`config.mk`:
```
export PLATFORM = sky130hd
export DESIGN_NAME = stes_ctrl
export DESIGN_NICKNAME = d
export VERILOG_FILES = /design/src/hw/rtl/stes_pkg.sv /design/src/hw/rtl/stes_ctrl.sv
export SDC_FILE = /design/constraint.sdc
export NUM_CORES = 1
export LEC_CHECK = 0
export ABC_AREA = 1
export BUFFER_PORTS_ARGS = -buffer_cell sky130_fd_sc_hd__buf_2
export CAP_MARGIN = 5
export CORE_MARGIN = 2
export CORE_UTILIZATION = 42
export DETAILED_ROUTE_END_ITERATION = 6
export GPL_TIMING_DRIVEN = 0
export PLACE_DENSITY_LB_ADDON = 0.3
export SETUP_SLACK_MARGIN = 0.1
export SYNTH_ARGS = -nofsm -noshare
export SYNTH_HDL_FRONTEND = slang
export SYNTH_SLANG_ARGS = --single-unit
```
`constraint.sdc`:
```
create_clock -name clock -period 4.05 [get_ports clock]
set_clock_uncertainty 0.2 [all_clocks]
set_input_delay 0.81 -clock clock [delete_from_list [all_inputs] [get_ports clock]]
set_output_delay 0.81 -clock clock [all_outputs]
set_load 0.02 [all_outputs]
```
`src/hw/rtl/stes_pkg.sv`:
```
`timescale 1ns / 1ps
`default_nettype none
// ----------------------------------------------------------------------------
// stes_pkg
// Shared widths, opcodes and the result bundle for the sorted table search.
// ----------------------------------------------------------------------------
package stes_pkg;

   localparam int KEY_W = 32;
   localparam int IDX_W = 10;
   localparam int POS_W = 11;
   localparam int DEF_TABLE_DEPTH = 1024;

   localparam logic OP_WRITE = 1'b0;
   localparam logic OP_QUERY = 1'b1;

   typedef struct packed {
      logic             valid;
      logic             found;
      logic [IDX_W-1:0] first_index;
      logic [POS_W-1:0] match_count;
   } result_type;

endpackage
`default_nettype wire

```
`src/hw/rtl/stes_ctrl.sv`:
```
`timescale 1ns / 1ps
`default_nettype none
// ----------------------------------------------------------------------------
// stes_ctrl
// Search sequencer: binary probe, end checks, then backward and forward
// scans over equal neighbors. Every probe is a read state and an evaluate state.
// ----------------------------------------------------------------------------
module stes_ctrl #(
   parameter int TABLE_DEPTH = stes_pkg::DEF_TABLE_DEPTH
) (
   input  wire                                 clock,
   input  wire                                 reset,
   input  wire                                 start,
   input  wire  signed [stes_pkg::KEY_W-1:0]   start_key,
   input  wire  [stes_pkg::POS_W-1:0]          entry_count,
   output logic [$clog2(TABLE_DEPTH)-1:0]      rd_addr,
   input  wire  signed [stes_pkg::KEY_W-1:0]   rd_data,
   input  wire                                 res_ready,
   output stes_pkg::result_type                res,
   output logic                                busy
);

   localparam int ADDR_W = $clog2(TABLE_DEPTH);
   localparam int POS_W  = stes_pkg::POS_W;

   localparam logic [3:0] S_IDLE  = 4'd0;
   localparam logic [3:0] S_PR_RD = 4'd1;
   localparam logic [3:0] S_PR_EV = 4'd2;
   localparam logic [3:0] S_HI_RD = 4'd3;
   localparam logic [3:0] S_HI_EV = 4'd4;
   localparam logic [3:0] S_LO_RD = 4'd5;
   localparam logic [3:0] S_LO_EV = 4'd6;
   localparam logic [3:0] S_BK_RD = 4'd7;
   localparam logic [3:0] S_BK_EV = 4'd8;
   localparam logic [3:0] S_FW_RD = 4'd9;
   localparam logic [3:0] S_FW_EV = 4'd10;
   localparam logic [3:0] S_DONE  = 4'd11;

   logic [3:0]                        state_ff, state_in;
   logic [POS_W-1:0]                  lo_ff, lo_in;
   logic [POS_W-1:0]                  hi_ff, hi_in;
   logic [POS_W-1:0]                  mid_ff, mid_in;
   logic [POS_W-1:0]                  first_ff, first_in;
   logic [POS_W-1:0]                  last_ff, last_in;
   logic [POS_W-1:0]                  n_ff, n_in;
   logic                              found_ff, found_in;
   logic signed [stes_pkg::KEY_W-1:0] tgt_ff, tgt_in;

   logic [POS_W-1:0] n_sat;
   logic [POS_W-1:0] step_lo, step_hi;
   logic [POS_W:0]   step_sum;
   logic [POS_W:0]   last_next;
   logic             key_eq;
   logic [POS_W-1:0] rd_pos;

   assign n_sat = (32'(entry_count) > 32'(TABLE_DEPTH)) ? POS_W'(TABLE_DEPTH) : entry_count;
   assign key_eq = (tgt_ff == rd_data);
   assign last_next = {1'b0, last_ff} + 1'b1;

   // narrow the probe window by the key just read
   always_comb begin
      if (tgt_ff < rd_data) begin
         step_lo = lo_ff;
         step_hi = mid_ff;
      end else begin
         step_lo = mid_ff;
         step_hi = hi_ff;
      end
      step_sum = {1'b0, step_hi} + {1'b0, step_lo};
   end

   always_comb begin
      unique case (state_ff)
         S_HI_RD: rd_pos = hi_ff;
         S_LO_RD: rd_pos = lo_ff;
         S_BK_RD: rd_pos = first_ff - 1'b1;
         S_FW_RD: rd_pos = last_next[POS_W-1:0];
         default: rd_pos = mid_ff;
      endcase
   end

   assign rd_addr = ADDR_W'(rd_pos);

   always_comb begin
      state_in = state_ff;
      lo_in    = lo_ff;
      hi_in    = hi_ff;
      mid_in   = mid_ff;
      first_in = first_ff;
      last_in  = last_ff;
      n_in     = n_ff;
      found_in = found_ff;
      tgt_in   = tgt_ff;
      unique case (state_ff)
         S_IDLE: begin
            if (start) begin
               tgt_in   = start_key;
               n_in     = n_sat;
               lo_in    = '0;
               hi_in    = n_sat - 1'b1;
               mid_in   = (n_sat - 1'b1) >> 1;
               first_in = '0;
               last_in  = '0;
               found_in = 1'b0;
               if (n_sat == '0) begin
                  state_in = S_DONE;
               end else if (n_sat - 1'b1 > POS_W'(1)) begin
                  state_in = S_PR_RD;
               end else begin
                  state_in = S_HI_RD;
               end
            end
         end
         S_PR_RD: state_in = S_PR_EV;
         S_PR_EV: begin
            if (key_eq) begin
               first_in = mid_ff;
               found_in = 1'b1;
               state_in = S_HI_RD;
            end else begin
               lo_in  = step_lo;
               hi_in  = step_hi;
               mid_in = step_sum[POS_W:1];
               state_in = (step_hi - step_lo > POS_W'(1)) ? S_PR_RD : S_HI_RD;
            end
         end
         S_HI_RD: state_in = S_HI_EV;
         S_HI_EV: begin
            if (key_eq) begin
               first_in = hi_ff;
               last_in  = hi_ff;
               found_in = 1'b1;
               state_in = S_BK_RD;
            end else begin
               state_in = S_LO_RD;
            end
         end
         S_LO_RD: state_in = S_LO_EV;
         S_LO_EV: begin
            if (key_eq) begin
               first_in = lo_ff;
               last_in  = lo_ff;
               found_in = 1'b1;
               state_in = S_BK_RD;
            end else if (found_ff) begin
               last_in  = first_ff;
               state_in = S_BK_RD;
            end else begin
               state_in = S_DONE;
            end
         end
         S_BK_RD: state_in = (first_ff == '0) ? S_FW_RD : S_BK_EV;
         S_BK_EV: begin
            if (key_eq) begin
               first_in = first_ff - 1'b1;
               state_in = S_BK_RD;
            end else begin
               state_in = S_FW_RD;
            end
         end
         S_FW_RD: state_in = (last_next < {1'b0, n_ff}) ? S_FW_EV : S_DONE;
         S_FW_EV: begin
            if (key_eq) begin
               last_in  = last_next[POS_W-1:0];
               state_in = S_FW_RD;
            end else begin
               state_in = S_DONE;
            end
         end
         S_DONE: begin
            // hold until the output register frees up
            if (res_ready) begin
               state_in = S_IDLE;
            end
         end
         default: state_in = S_IDLE;
      endcase
   end

   always_ff @(posedge clock) begin
      if (reset) begin
         state_ff <= S_IDLE;
      end else begin
         state_ff <= state_in;
      end
   end

   always_ff @(posedge clock) begin
      lo_ff    <= lo_in;
      hi_ff    <= hi_in;
      mid_ff   <= mid_in;
      first_ff <= first_in;
      last_ff  <= last_in;
      n_ff     <= n_in;
      found_ff <= found_in;
      tgt_ff   <= tgt_in;
   end

   always_comb begin
      res.valid = (state_ff == S_DONE);
      res.found = found_ff;
      if (found_ff) begin
         res.first_index = first_ff[stes_pkg::IDX_W-1:0];
         res.match_count = last_ff - first_ff + 1'b1;
      end else begin
         res.first_index = '0;
         res.match_count = '0;
      end
   end

   assign busy = (state_ff != S_IDLE);

endmodule
`default_nettype wire

```
==> results.ini <==
[routing]
num_vias = 7988
viasPerCell = 5.17
ant_nets = 0
routed_wl_microns = 24800
first_pass_iters = 5
wire_per_inst_microns = 16.1
drc = 0
drt_iter0_drc = 734

[critical_path]
cpPeakStageDelay_ps = 300
worstSetupPathType = primary input to flip-flop
critPathBufInv = 7
startpoint = rd_data[1]
reg2reg_from = tgt_ff[15]
rrSetupSlack_ps = 60
critPathCaptureType = flip-flop
cp_slowest_cell = ha_1
critPathMostFrequentCell = nand2_2
crit_path_start_kind = primary input
crit_end = mid_ff[9]
r2r_end = state_ff[1]
cp_top_family = simple AND/OR/NAND/NOR gates
required_ps = 3960
worstPathArrival_ps = 4030
crit_cells = 30
ff2ff_path_depth = 30
path_max_fanout = 6

[floorplan]
ios = 113
fp-row-count = 51
die_w_microns = 145
dieHeight_microns = 145
initial_utilization = 0.429
coreArea_sq_mm = 0.0195
die-area_sq_mm = 0.0211

[placed_design]
dp_hpwl_microns = 19000
port_buffers = 112
gp_congestion = 0.925
placed_area_sq_mm = 0.00961

[final_layout]
syn_to_final_growth_pct = 31.1
final_core_util = 0.562
nets = 1442
drive_gt1_frac = 0.271
design_area_sq_mm = 0.0110
diodes = 0

[sta]
worst_slew_pin_slew_ps = 951
hold_violations = 0
finalSetupViolations = 2
relSlewSlack = 0.363
hold_ws_ps = 426
drv_slew = 0
finalCritPeriodShare = 1.02
worst_slack_ps = -70.7
fin_crit_ps = 4120
rsz0062_at_grt = yes
timing.fmax_ghz = 0.243
fin_tns_setup_ps = -141

[grt]
overflow = 0
grtUsageMet3 = 0.0292
grt_usage = 0.226
grt_use_met1 = 0.292
grt_pass1_wl_microns = 38400
grt.busiest_layer = met2
grt_pass1_vias = 7513
antenna_found_initial = 0
grt_max_degree = 34
use_met2 = 0.390

[synth]
synthTopCellsByArea = edfxtp_1 (36%), ha_1 (13%), nand2_1 (13%), inv_1 (9.4%), nor2_1 (4.3%)
ys_seq_elements = 103
synth_edf_count = 99
synth_top_area_share = 0.355
avgSynthCellArea_sq_um = 7.56
synth_cell_types = 50
synthArstFlopShare = 0
synth-seq-area-share = 0.365
yosysTopAreaCell = edfxtp_1
synthesis.nets = 1276
synth_top_flop_cell = edfxtp_1
synthCells = 1108
yosysWarnings = 0
netlist_area_sq_mm = 0.00837

[pwr]
leakagePower_nw = 5.19
vdd_drop_max_v = 0.000274
powerDensity_mw_per_mm2 = 446
power_w = 0.00489

[clocking]
cts_buffers = 9
tritoncts = done
insertion_delay_ps = 350
ctsLongestPathBuffers = 2
h-tree-depth = 3
clock-root-buffer = clkbuf_16
clkSinkCount = 103
clk_pin_slew_ps = 80

[status]
status = finished with violations
violations = setup timing

[flow_run]
cap_violations = 0

[hold_path]
min_path_type = primary input to flip-flop

==> state kept, by name, indices dropped and copies added (netlist names) <==
| signal | cells |
|---|---|
| first_ff | 11 |
| hi_ff | 11 |
| n_ff | 11 |
| lo_ff | 11 |
| mid_ff | 11 |
| last_ff | 11 |
| found_ff | 1 |
| state_ff | 4 |
| tgt_ff | 32 |
==> worst min path at each step <==
stage,start,endpoint,slack (ps),cells past startpoint
finish,start_key[26],tgt_ff[26],430,1
global route,start_key[29],tgt_ff[29],420,1
CTS,start_key[26],tgt_ff[26],420,1
detailed placement,hi_ff[3],first_ff[3],450,2
global placement,hi_ff[8],last_ff[8],440,2
floorplan,hi_ff[1],last_ff[1],370,2
==> stage by stage <==
| step | setup WS, ps | std cells |
|---|---|---|
| final | -70.7 | 1544 |
| after floorplan | -15.8 | 1108 |
| after global placement | -714 | 1485 |
| after global routing | -310 | 1544 |
| after detailed placement | -713 | 1486 |
| after CTS | -49.6 | 1526 |
==> metal layers <==
layer / share of wire / up-vias / routed length (microns)
met5: 0 / - / 0
met4: 0.034 / 0 / 837
met3: 0.050 / 45 / 1240
met2: 0.48 / 241 / 12000
met1: 0.43 / 3713 / 10800
li1: - / 3989 / -
==> cells by family after synthesis <==
| family | after synthesis | share of synthesized area |
|---|---|---|
| compound gates | 193 | 0.139 |
| simple gates | 467 | 0.229 |
| xor+xnor | 22 | 0.0230 |
| flops | 103 | 0.365 |
| buf+inv | 234 | 0.109 |
| fa+ha+maj | 89 | 0.136 |
==> cells in the mapped netlist, types with 4 or more instances <==
| library cell | number |
|---|---|
| ha_1 | 86 |
| nand3_1 | 51 |
| o21a_1 | 9 |
| nand2_1 | 285 |
| o22ai_1 | 15 |
| nor4_1 | 4 |
| buf_2 | 5 |
| nand4_1 | 10 |
| clkbuf_1 | 11 |
| dfxtp_1 | 4 |
| xnor2_1 | 5 |
| xor2_1 | 17 |
| o21bai_1 | 6 |
| o2111ai_1 | 4 |
| a221oi_1 | 9 |
| o211ai_1 | 8 |
| a21oi_1 | 67 |
| nor2_1 | 97 |
| nor3_1 | 6 |
| edfxtp_1 | 99 |
| o31ai_1 | 6 |
| o21ai_0 | 53 |
| inv_1 | 209 |
==> report_power, final <==
part | internal (W) | switching, W
Combinational | 0.00107 | 0.00154
Sequential | 0.00135 | 0.000116
Clock | 0.000417 | 0.000400
Total | 0.00284 | 0.00206
==> cells in the final DEF (no fill, tap or decap), types with 7 or more instances in the layout <==
| cell type | n |
|---|---|
| nor2_4 | 7 |
| nand4_1 | 10 |
| nand2_1 | 253 |
| o21a_1 | 7 |
| buf_2 | 98 |
| inv_2 | 25 |
| clkbuf_16 | 9 |
| o211ai_1 | 8 |
| nand2_4 | 11 |
| o21ai_1 | 7 |
| o21ai_0 | 42 |
| ha_4 | 37 |
| nand3_1 | 49 |
| a21oi_1 | 46 |
| ha_1 | 48 |
| buf_6 | 21 |
| edfxtp_1 | 99 |
| o22ai_1 | 15 |
| buf_4 | 40 |
| xor2_1 | 17 |
| a221oi_1 | 9 |
| nor2_1 | 85 |
| inv_1 | 176 |
| nand2_2 | 21 |
| nor2_2 | 7 |
| clkbuf_1 | 11 |
| a21oi_2 | 21 |
==> area by class of cell <==
type / instances / area (sq um)
Buffer: 21 / 145
Fill cell: 1769 / 8550
Sequential cell: 103 / 3050
Multi-Input combinational cell: 771 / 5280
Clock buffer: 9 / 225
Tap cell: 265 / 332
Timing Repair Buffer: 155 / 1050
Inverter: 213 / 845
Clock inverter: 7 / 46.3
==> worst register-to-register path, delay by kind of cell, from the launching register on <==
kind / cells / cell delay, ps
DFF: 1 / 450
adders and majority gates: 3 / 820
and+or+nand+nor: 20 / 1640
buffers and inverters: 3 / 270
xor gates and xnor gates: 1 / 150
AOI/OAI and AO/OA: 3 / 420
==> what timing repair did <==
action | 4_1_cts | 5_1_grt
setup buffers | 22 | 17
gates cloned | 2 | 0
hold buffers | 0 | 0
pin swaps | 38 | 65
endpoints found under the setup margin | 9 | 11
gates resized for setup | 76 | 93
No activity file was read; power rests on OpenSTA's default activity.
